<file path="src/sv/hrp_pkg.sv">
// Shared types, constants and helpers for the HTTP response parser.
// Used by hrp_core and http_response_parser_unit; no dependencies.
`timescale 1ns / 1ps
`default_nettype none

package hrp_pkg;

    // Character constants
    localparam logic [7:0] CHAR_ZERO  = 8'h30;
    localparam logic [7:0] CHAR_NINE  = 8'h39;
    localparam logic [7:0] CHAR_SPACE = 8'h20;
    localparam logic [7:0] CHAR_CR    = 8'h0D;
    localparam logic [7:0] CHAR_LF    = 8'h0A;
    localparam logic [7:0] CHAR_COLON = 8'h3A;

    localparam logic [2:0] PREFIX_LEN = 3'd5;
    localparam logic [9:0] CODE_MAX   = 10'd999;

    // Parser phases
    typedef enum logic [3:0] {
        PH_PREFIX     = 4'd0,
        PH_VERSION    = 4'd1,
        PH_TO_SPACE   = 4'd2,
        PH_CODE       = 4'd3,
        PH_STATUS_LF  = 4'd4,
        PH_LINE_START = 4'd5,
        PH_KEY        = 4'd6,
        PH_SKIP_ONE   = 4'd7,
        PH_VALUE      = 4'd8,
        PH_VALUE_LF   = 4'd9,
        PH_FINAL_LF   = 4'd10,
        PH_BODY       = 4'd11,
        PH_ERROR      = 4'd12
    } t_phase;

    // Byte classes
    typedef enum logic [2:0] {
        CL_STATUS = 3'd0,
        CL_KEY    = 3'd1,
        CL_VALUE  = 3'd2,
        CL_DELIM  = 3'd3,
        CL_BODY   = 3'd4,
        CL_ERROR  = 3'd5
    } t_class;

    // Message outcome codes
    typedef enum logic [1:0] {
        OC_BUSY  = 2'd0,
        OC_OK    = 2'd1,
        OC_ERROR = 2'd2
    } t_outcome;

    // One result item
    typedef struct packed {
        logic [1:0] outcome;
        logic       headers_done;
        logic [9:0] status_code;
        logic [3:0] version_digit;
        logic [2:0] byte_class;
        logic [7:0] echo_byte;
    } t_result;

    localparam int unsigned RESULT_W = $bits(t_result);
    localparam int unsigned OUT_TDATA_W = ((RESULT_W + 7) / 8) * 8;

    // Expected "HTTP/" character at a prefix position
    function automatic logic [7:0] prefix_char(input logic [2:0] pos);
        logic [7:0] ch;
        case (pos)
            3'd0:    ch = 8'h48;
            3'd1:    ch = 8'h54;
            3'd2:    ch = 8'h54;
            3'd3:    ch = 8'h50;
            3'd4:    ch = 8'h2F;
            default: ch = 8'h00;
        endcase
        return ch;
    endfunction

endpackage

`default_nettype wire

</file>
<file path="src/sv/http_response_parser_unit.sv">
// Top level of the HTTP response parser: input register, parser core and
// result register. Depends on hrp_pkg and hrp_core.
//
//  Channel   | Direction | tdata                          | tlast
//  ----------+-----------+--------------------------------+-----------
//  s_axis    | in        | data_byte [7:0]                | last_byte
//  m_axis    | out       | see m_axis_tdata comment       | -
//
// One byte is taken per cycle while the output is not stalled, and each byte's
// result is presented when the result register loads, after the byte has passed
// through the input register. The parser core updates its phase once per byte.
// Reset (synchronous, active low) empties both registers and puts the
// parser at the start of a message. A stalled output holds its result,
// and the input register keeps accepting until it too is full.
`timescale 1ns / 1ps
`default_nettype none

module http_response_parser_unit import hrp_pkg::*; (
    input  wire                    i_clk,
    input  wire                    i_rst_n,
    input  wire                    s_axis_tvalid,
    output logic                   s_axis_tready,
    input  wire  [7:0]             s_axis_tdata,   // [7:0] data_byte
    input  wire                    s_axis_tlast,   // last_byte
    output logic                   m_axis_tvalid,
    input  wire                    m_axis_tready,
    // [7:0] echo_byte, [10:8] byte_class, [14:11] version_digit,
    // [24:15] status_code, [25] headers_done, [27:26] outcome, rest zero
    output logic [OUT_TDATA_W-1:0] m_axis_tdata
);

    logic       r_in_valid;
    logic [7:0] r_in_byte;
    logic       r_in_last;
    logic       r_out_valid;
    t_result    r_out;

    logic       w_out_free;
    logic       w_advance;
    t_result    w_result;

    // Handshake: move the held byte when the result register is free
    assign w_out_free    = !r_out_valid || m_axis_tready;
    assign w_advance     = r_in_valid && w_out_free;
    assign s_axis_tready = !r_in_valid || w_advance;

    // Input register
    always_ff @(posedge i_clk) begin
        if (!i_rst_n) begin
            r_in_valid <= 1'b0;
        end else if (s_axis_tready) begin
            r_in_valid <= s_axis_tvalid;
        end
    end

    always_ff @(posedge i_clk) begin
        if (s_axis_tready && s_axis_tvalid) begin
            r_in_byte <= s_axis_tdata;
            r_in_last <= s_axis_tlast;
        end
    end

    hrp_core u_core (
        .i_clk       (i_clk),
        .i_rst_n     (i_rst_n),
        .i_advance   (w_advance),
        .i_data_byte (r_in_byte),
        .i_last_byte (r_in_last),
        .o_result    (w_result)
    );

    // Result register
    always_ff @(posedge i_clk) begin
        if (!i_rst_n) begin
            r_out_valid <= 1'b0;
        end else if (w_out_free) begin
            r_out_valid <= r_in_valid;
        end
    end

    always_ff @(posedge i_clk) begin
        if (w_advance) begin
            r_out <= w_result;
        end
    end

    assign m_axis_tvalid = r_out_valid;
    assign m_axis_tdata  = {{(OUT_TDATA_W - RESULT_W){1'b0}}, r_out};

endmodule

`default_nettype wire

</file>
<file path="src/sv/hrp_core.sv">
// Parser state machine: phase and field registers, per-byte next state
// and result fields. Depends on hrp_pkg.
`timescale 1ns / 1ps
`default_nettype none

module hrp_core import hrp_pkg::*; (
    input  wire        i_clk,
    input  wire        i_rst_n,
    input  wire        i_advance,
    input  wire  [7:0] i_data_byte,
    input  wire        i_last_byte,
    output t_result    o_result
);

    t_phase     r_phase,  n_phase;
    logic [2:0] r_pos,    n_pos;
    logic [3:0] r_ver,    n_ver;
    logic [9:0] r_code,   n_code;
    logic       r_open,   n_open;
    t_class     w_class;

    logic        w_is_digit;
    logic [7:0]  w_diff;
    logic [3:0]  w_digit;
    logic [13:0] w_code_x10;
    logic        w_done;

    // Digit decode and code accumulation
    assign w_is_digit = (i_data_byte >= CHAR_ZERO) && (i_data_byte <= CHAR_NINE);
    assign w_diff     = i_data_byte - CHAR_ZERO;
    assign w_digit    = w_diff[3:0];
    assign w_code_x10 = ({4'b0, r_code} << 3) + ({4'b0, r_code} << 1) + {10'b0, w_digit};

    // Next state
    always_comb begin
        n_phase = r_phase;
        n_pos   = r_pos;
        n_ver   = r_ver;
        n_code  = r_code;
        n_open  = r_open;
        w_class = CL_STATUS;
        unique case (r_phase)
            PH_PREFIX: begin
                w_class = CL_STATUS;
                if (r_pos >= PREFIX_LEN || i_data_byte != prefix_char(r_pos)) begin
                    n_phase = PH_ERROR;
                end else begin
                    n_pos = r_pos + 3'd1;
                    if (n_pos == PREFIX_LEN) begin
                        n_phase = PH_VERSION;
                    end
                end
            end
            PH_VERSION: begin
                w_class = CL_STATUS;
                if (w_is_digit) begin
                    n_ver   = w_digit;
                    n_phase = PH_TO_SPACE;
                end else begin
                    n_phase = PH_ERROR;
                end
            end
            PH_TO_SPACE: begin
                if (i_data_byte == CHAR_SPACE) begin
                    w_class = CL_DELIM;
                    n_phase = PH_CODE;
                end else begin
                    w_class = CL_STATUS;
                end
            end
            PH_CODE: begin
                if (i_data_byte == CHAR_CR) begin
                    w_class = CL_DELIM;
                    n_open  = 1'b0;
                    n_phase = PH_STATUS_LF;
                end else begin
                    w_class = CL_STATUS;
                    if (r_open && w_is_digit) begin
                        n_code = (w_code_x10 > {4'b0, CODE_MAX}) ? CODE_MAX
                                                                 : w_code_x10[9:0];
                    end else begin
                        n_open = 1'b0;
                    end
                end
            end
            PH_STATUS_LF: begin
                w_class = CL_DELIM;
                n_phase = (i_data_byte == CHAR_LF) ? PH_LINE_START : PH_ERROR;
            end
            PH_LINE_START: begin
                if (i_data_byte == CHAR_CR) begin
                    w_class = CL_DELIM;
                    n_phase = PH_FINAL_LF;
                end else if (i_data_byte == CHAR_COLON) begin
                    w_class = CL_DELIM;
                    n_phase = PH_SKIP_ONE;
                end else begin
                    w_class = CL_KEY;
                    n_phase = PH_KEY;
                end
            end
            PH_KEY: begin
                if (i_data_byte == CHAR_COLON) begin
                    w_class = CL_DELIM;
                    n_phase = PH_SKIP_ONE;
                end else begin
                    w_class = CL_KEY;
                end
            end
            PH_SKIP_ONE: begin
                w_class = CL_DELIM;
                n_phase = PH_VALUE;
            end
            PH_VALUE: begin
                if (i_data_byte == CHAR_CR) begin
                    w_class = CL_DELIM;
                    n_phase = PH_VALUE_LF;
                end else begin
                    w_class = CL_VALUE;
                end
            end
            PH_VALUE_LF: begin
                w_class = CL_DELIM;
                n_phase = PH_LINE_START;
            end
            PH_FINAL_LF: begin
                w_class = CL_DELIM;
                n_phase = (i_data_byte == CHAR_LF) ? PH_BODY : PH_ERROR;
            end
            PH_BODY: begin
                w_class = CL_BODY;
            end
            default: begin
                w_class = CL_ERROR;
                n_phase = PH_ERROR;
            end
        endcase
    end

    // Result fields from the updated state
    always_comb begin
        w_done                 = (n_phase == PH_BODY);
        o_result.echo_byte     = i_data_byte;
        o_result.byte_class    = w_class;
        o_result.version_digit = n_ver;
        o_result.status_code   = n_code;
        o_result.headers_done  = w_done;
        if (n_phase == PH_ERROR) begin
            o_result.outcome = OC_ERROR;
        end else if (i_last_byte) begin
            o_result.outcome = w_done ? OC_OK : OC_ERROR;
        end else begin
            o_result.outcome = OC_BUSY;
        end
    end

    // Advance state per transfer; return to start after the final byte
    always_ff @(posedge i_clk) begin
        if (!i_rst_n || (i_advance && i_last_byte)) begin
            r_phase <= PH_PREFIX;
            r_pos   <= 3'd0;
            r_ver   <= 4'd0;
            r_code  <= 10'd0;
            r_open  <= 1'b1;
        end else if (i_advance) begin
            r_phase <= n_phase;
            r_pos   <= n_pos;
            r_ver   <= n_ver;
            r_code  <= n_code;
            r_open  <= n_open;
        end
    end

endmodule

`default_nettype wire
</file>
<file path="config.mk">
export PLATFORM = sky130hd
export DESIGN_NAME = http_response_parser_unit
export DESIGN_NICKNAME = d
export VERILOG_FILES = /design/src/sv/hrp_pkg.sv /design/src/sv/http_response_parser_unit.sv /design/src/sv/hrp_core.sv
export SDC_FILE = /design/constraint.sdc
export NUM_CORES = 1
export LEC_CHECK = 0
export ABC_AREA = 1
export BUFFER_PORTS_ARGS = -buffer_cell sky130_fd_sc_hd__buf_2
export CAP_MARGIN = 20
export CORE_UTILIZATION = 50
export DETAILED_ROUTE_END_ITERATION = 8
export PLACE_DENSITY = 0.68
export SLEW_MARGIN = 20
export SYNTH_ARGS = -nofsm -noshare
export SYNTH_HDL_FRONTEND = slang
export SYNTH_SLANG_ARGS = --single-unit
</file>
<file path="constraint.sdc">
create_clock -name i_clk -period 3.56 [get_ports i_clk]
set_input_delay 0.178 -clock i_clk [delete_from_list [all_inputs] [get_ports i_clk]]
set_output_delay 0.178 -clock i_clk [all_outputs]
set_load 0.005 [all_outputs]
</file>
== Word level (Yosys, flattened, before mapping) ==
Index checks and enable logic that the tools add are counted.
Word-level totals
  bits in registers: 61
  input bits: 13
  word-level logic and storage cells: 100
Operators by class
  add/subtract/negate cells: 4
  order comparisons: 4
  equality and inequality tests: 24
  multiplexer cells: 30
  bitwise operators: 2
  reduce and logical (&&, ||, !) cells: 20
Operators by type and width (count)
  $pmux W4 S12: 1
  $mux W4: 11
  $mux W10: 4
  $pmux W7 S4: 1
  $eq A4 B4 Y1 const B: 6
  $pmux W3 S8: 1
  $eq A4 B3 Y1 const B: 4
  $eq A8 B4 Y1 const B: 2
  $eq A8 B6 Y1 const B: 2
  $add A13 B11 Y14: 1
  $add A14 B4 Y14: 1
  $gt A14 B10 Y1 const B: 1
  $mux W2: 5
  $eq A4 B2 Y1 const B: 2
  $ge A8 B6 Y1 const B: 1
  $le A8 B6 Y1 const B: 1
  $mux W8: 1
  $ne A8 B8 Y1: 1
  $eq A3 B2 Y1 const B: 2
  $eq A3 B3 Y1 const B: 2
  $mux W3: 2
  $reduce_and A3 Y1: 2
  $reduce_or A2 Y1: 3
  $logic_and A1 B1 Y1: 5
  other kinds (13): 22

== Logic depth before layout (Yosys ltp) ==
  word-level depth: 11
  mapped depth: 15
  gate-level depth less buffers: 15

== Hierarchy ==
From an unflattened synthesis, not the netlist that was laid out.
Second synthesis, totals
  cell total of the unflattened synthesis: 498
  area total of the unflattened synthesis: 3932.5 µm²
Modules (own cells, without submodules)
  hrp_core: times used 1, cells an instance 443, area each 2692.6 µm², seq. area each 440.4 µm²
  http_response_parser_unit: times used 1, cells an instance 55, area each 1239.9 µm², seq. area each 1151.1 µm²

== Least setup slack after synthesis ==
OpenSTA, ideal clock, no wires.
  kind: register to register
  start: register r_in_byte[3]
  end: register r_out, in the netlist m_axis_tdata[15], data pin
  data arrival time: 2.403 ns
  data required time: 3.309 ns
  path slack: 0.907 ns
  stages on the path, launching flop included: 13
  period minus slack after synthesis: 2.653 ns
  cell sequence: edfxtp_1 -> fa_1 -> fa_1 -> nand2_1 -> nand2_2 -> nand3_1 -> nand3_1 -> nand2_2 -> nand3_4 -> nor2_8 -> nand3_1 -> nand2_1 -> inv_1
On the way
  cells in the longest elaborated chain, start to end: 7
  elaborated cells on any way between the ends: 12
  those cells by class: add/sub: 2; order compare: 3; eq/ne: 1; mux: 4; reduce/logical: 2
Ends and longest elaborated chain
  start: declaration: RTL line http_response_parser_unit.sv:33  | logic [7:0] r_in_byte;
  start signal: assignment: RTL line http_response_parser_unit.sv:58  | r_in_byte <= s_axis_tdata;
  $sub A4 B1 Y4: RTL line hrp_core.sv:30  | assign w_diff = i_data_byte - CHAR_ZERO;
  $add A14 B4 Y14: RTL line hrp_core.sv:32  | assign w_code_x10 = ({4'b0, r_code} << 3) + ({4'b0, r_code} << 1) + {10'b0, w_digit};
  $gt A14 B10 Y1: RTL line hrp_core.sv:79  | n_code = (w_code_x10 > {4'b0, CODE_MAX}) ? CODE_MAX
  $mux W10: RTL line hrp_core.sv:79
  $mux W10: RTL line hrp_core.sv:78  | if (r_open && w_is_digit) begin
  $mux W10 *: RTL line hrp_core.sv:72  | if (i_data_byte == CHAR_CR) begin
  $mux W10 *: RTL line hrp_core.sv:42  | unique case (r_phase)
  named net u_core.n_code[0]: RTL line hrp_core.sv:18  | logic [9:0] r_code, n_code;
  end signal: assignment: RTL line http_response_parser_unit.sv:83  | r_out <= w_result;
  end: declaration: RTL line http_response_parser_unit.sv:36  | t_result r_out;
Mark *: on every way through the listed nets, which the timed path passes. The rest lies on a longest branch.
A chain may end at the register's enable or synchronous reset.

== Worst setup path after layout ==
  start: register r_in_byte[3]
  end: register r_out, in the netlist m_axis_tdata[20], data pin
The elaborated chain is that of the path after synthesis.

==> impl_metrics.prom <==
# TYPE chip_impl_metric gauge
chip_impl_metric{name="clk_pin_slew_worst_paths",unit="ns"} 0.07
chip_impl_metric{name="initial_core_util",unit="%"} 52.4
chip_impl_metric{name="routabilityCongestion",unit=""} 0.896
chip_impl_metric{name="fin_worst_hold_slack",unit="ns"} 0.0119
chip_impl_metric{name="layout-area-overhead-vs-synth",unit="%"} 11.9
chip_impl_metric{name="cts.htree.levels",unit=""} 3
chip_impl_metric{name="portBuffers",unit=""} 42
chip_impl_metric{name="synth_top_area_share",unit="%"} 28.9
chip_impl_metric{name="grt_first_pass_wirelength",unit="um"} 13400
chip_impl_info{name="post_synth_main_area_contributors",value="edfxtp_1 29%, dfxtp_1 13%, nand2_1 12%"} 1
chip_impl_metric{name="p_total",unit="W"} 0.00161
chip_impl_metric{name="antenna_violating_nets_post_route",unit=""} 0
chip_impl_metric{name="ir_drop",unit="uV"} 304
chip_impl_metric{name="hold_viol_final",unit=""} 0
chip_impl_metric{name="layout_min_cycle_time",unit="ns"} 2.85
chip_impl_metric{name="finish.cell_count_without_fillers",unit=""} 644
chip_impl_metric{name="yosys_warnings",unit=""} 0
chip_impl_metric{name="synth_sequential_area_ratio",unit="%"} 41.4
chip_impl_metric{name="source_to_sink_clock_delay_at_the_later_pin_of_the_worst_skew_pair",unit="ns"} 0.34
chip_impl_metric{name="post-place-ws",unit="ns"} 0.701
chip_impl_metric{name="fin_nets",unit=""} 580
chip_impl_metric{name="postLayoutSetupSlackWorst",unit="ns"} 0.705
chip_impl_metric{name="drt_first_iter_violations",unit=""} 193
chip_impl_metric{name="drt_drc_violations_left",unit=""} 0
chip_impl_metric{name="worst_max_slew_pin_slew",unit="ns"} 0.647
chip_impl_metric{name="fillCellCount",unit=""} 665
chip_impl_metric{name="detail_route.first_pass.iterations",unit=""} 4
chip_impl_metric{name="synth.lib_cells_used.distinct",unit=""} 40
chip_impl_info{name="synthMostInstantiatedCell",value="nand2_1"} 1
chip_impl_info{name="cpMaxStageDelayCell",value="fa_1"} 1
chip_impl_info{name="synth.largest_area_cell",value="edfxtp_1"} 1
chip_impl_metric{name="numCtsBuffers",unit=""} 9
chip_impl_info{name="grt_setup_unrepaired",value="no"} 1
chip_impl_metric{name="synth_edf_count",unit=""} 37
chip_impl_metric{name="critPathRequiredTime",unit="ns"} 3.64
chip_impl_metric{name="synth_seq_cells",unit=""} 61
chip_impl_metric{name="power_density",unit="nW/um^2"} 374
chip_impl_metric{name="design.die.area",unit="sq um"} 8040
chip_impl_metric{name="slew-limit-headroom",unit="%"} 56.8
chip_impl_metric{name="critical-path-max-stage-delay",unit="ns"} 0.57
chip_impl_metric{name="drv_slew",unit=""} 0
chip_impl_metric{name="max_clock_freq",unit="GHz"} 0.350
chip_impl_info{name="critPathKind",value="register to register"} 1
chip_impl_info{name="clockRootBuffer",value="clkbuf_8"} 1
chip_impl_metric{name="antenna_cells",unit=""} 0
chip_impl_info{name="worst_path_most_repeated_cell",value="nand3_1"} 1
chip_impl_metric{name="cts_resized",unit=""} 0
chip_impl_metric{name="grt_max_degree",unit=""} 61
chip_impl_info{name="timing.critical_path.to_type",value="register"} 1
chip_impl_info{name="yosys_most_used_dff",value="edfxtp_1"} 1
chip_impl_metric{name="total_detailed_routing_wirelength",unit="um"} 8060
chip_impl_info{name="holdCritStartpoint",value="s_axis_tdata[7]"} 1
chip_impl_metric{name="wl_per_cell",unit="um"} 12.5
chip_impl_info{name="critical_path.cell_chain",value="fa_1, fa_1, nand2_1, nand2_2, nand3_1, nand3_1, nand2_2, nand3_4, nor2_8, nand3_1, nand2_1, inv_1"} 1
chip_impl_metric{name="post_route_clock_skew",unit="ns"} 0.0148
chip_impl_metric{name="number_of_antenna_violations_at_the_first_check_in_global_routing",unit=""} 0
chip_impl_metric{name="cap_viol_max_count",unit=""} 0
chip_impl_metric{name="timing.final.crit_share",unit="%"} 80.2
chip_impl_metric{name="setup_tns",unit="ns"} 0
chip_impl_info{name="run_status",value="complete, no violations"} 1
chip_impl_info{name="synth.cells.most_frequent",value="122 x nand2_1, 74 x inv_1, 58 x nor2_1"} 1
chip_impl_metric{name="avg_inst_size_synth",unit="sq um"} 7.83
chip_impl_metric{name="die_height",unit="um"} 89.7
chip_impl_metric{name="dieWidth",unit="um"} 89.7
chip_impl_metric{name="global_route.usage.total",unit="%"} 22.2
chip_impl_info{name="cts_tree",value="built"} 1
chip_impl_metric{name="critical_path.max_fanout",unit=""} 10
chip_impl_metric{name="drt-vias-per-instance",unit=""} 5.01
chip_impl_info{name="worstSetupStartpointType",value="register"} 1
chip_impl_metric{name="power_leakage",unit="nW"} 2.18
chip_impl_metric{name="first_global_vias",unit=""} 2888
chip_impl_metric{name="dp_cells",unit=""} 626
chip_impl_info{name="worst_setup_path_startpoint",value="r_in_byte[3]"} 1
chip_impl_info{name="hp-class",value="input pin to register"} 1
chip_impl_metric{name="clock_tree.buffer_depth",unit=""} 2
chip_impl_metric{name="core-area",unit="sq um"} 7330
chip_impl_metric{name="postCtsSetupRepairBufs",unit=""} 0
chip_impl_metric{name="postSynth.asyncResetShare",unit="%"} 0
chip_impl_metric{name="cts_sinks",unit=""} 61
chip_impl_metric{name="dp_hpwl",unit="um"} 6060
chip_impl_metric{name="top_level_ports",unit=""} 47
chip_impl_metric{name="num_rows",unit=""} 31
chip_impl_metric{name="gr-total-overflow",unit=""} 0
chip_impl_metric{name="netlist_area",unit="sq um"} 3840
chip_impl_metric{name="share_of_cells_above_drive_strength_1",unit="%"} 16.3
chip_impl_metric{name="detailroute.via_count",unit=""} 3228
chip_impl_info{name="critical_path.reg2reg.startpoint",value="r_in_byte[3]"} 1
chip_impl_metric{name="worst_ep_arrival_time",unit="ns"} 2.94
chip_impl_metric{name="syn_inst",unit=""} 491
chip_impl_metric{name="setup-violations-final",unit=""} 0
-- report_power, final --
part	leakage (nW)	switching, W	internal, W
Combinational	1.55	0.000166	0.0000967
Sequential	0.546	0.0000308	0.000793
Clock	0.0866	0.000276	0.000247
Total	2.18	0.000473	0.00114
-- worst max-delay path, delay by kind of cell (launching register included) --
family                     cells  cell delay, ns
adders and majority gates      2            1.06
buffers and inverters          1            0.04
DFF                            1            0.54
and+or+nand+nor                9            0.96
-- registers in the layout (all words and copies together), names as in the netlist --
register	count
m_axis_tvalid	1
u_core.r_pos	3
m_axis_tdata	28
u_core.r_ver	4
r_in_byte	8
u_core.r_code	10
u_core.r_open	1
u_core.r_phase	4
r_in_last	1
r_in_valid	1
-- cell families (layout without fill, tap and decap cells) --
group	Yosys count	after routing	synth area share, %
other	1	4	0.0976
AO/OA/AOI/OAI	51	51	7.10
XOR/XNOR	4	4	0.912
AND/OR/NAND/NOR	258	258	31.4
adder cells (fa/ha/maj)	27	27	9.18
flip-flops	61	61	41.4
buffers and inverters	89	140	9.90
-- final timing paths --
kind	cells after the start	slack [ns]	end
setup / recovery	12	0.71	m_axis_tdata[20]
hold / removal	1	0.01	r_in_byte[7]
setup reg to reg	12	0.71	m_axis_tdata[20]
hold reg to reg	2	0.45	u_core.r_open
-- cell usage in the layout, fill, tap and decap left out, types with 2 or more instances in the layout --
cell           netlist  final
nor3_1               4      4
clkbuf_8             2      9
inv_1               74     74
buf_2                2     42
dfxtp_1             24     24
buf_4                4      2
clkinv_2             0      4
nand3_1             38     38
or2_2                7      7
nand3_4              2      2
xor2_1               2      2
nand3_2              5      5
xnor2_1              2      2
nand4_1              8      8
edfxtp_1            37     37
nand2_1            122    122
a21oi_1             24     24
o21ai_1              5      5
dlygate4sd3_1        0      2
clkinv_1             1      2
o211ai_1             3      3
inv_2                3      3
nor2_4               3      3
nor2_1              58     58
o21ai_0             14     14
nand2_2              4      4
ha_1                25     25
fa_1                 2      2
conb_1               1      4
o22ai_1              2      2
-- layout make-up --
| class | instances | area [sq um] | area share, % |
|---|---|---|---|
| tap | 99 | 124 | 2.88 |
| multi-input combinational | 344 | 1880 | 43.8 |
| clock inverter | 7 | 40.0 | 0.931 |
| sequential | 61 | 1590 | 37.0 |
| inverter | 78 | 293 | 6.81 |
| clock buffer | 9 | 124 | 2.88 |
| timing repair buffer | 46 | 245 | 5.70 |
-- through the flow --
step | util (%) | instance area, sq um
2_1_floorplan | - | 3850
3_3_place_gp | 56.1 | 4120
3_5_place_dp | 56.1 | 4120
4_1_cts | 58.4 | 4280
5_1_grt | 58.6 | 4300
6_report | 58.6 | 4300
-- routing by layer --
layer	GRT usage (%)	part of all wire (%)	vias up	wire length, um
li1	-	-	1683	-
met1	31.8	50	1454	4050
met2	33.4	43	77	3500
met3	3.66	4.3	14	350
met4	9.24	2.1	0	167
met5	0	0	-	0
-- repair_timing --
item / 4_1_cts / 5_1_grt
endpoints found under the hold margin: 0 / 2
hold buffers: 0 / 2
endpoints found under the setup margin: 0 / 0
No activity file was read; power rests on OpenSTA's default activity.
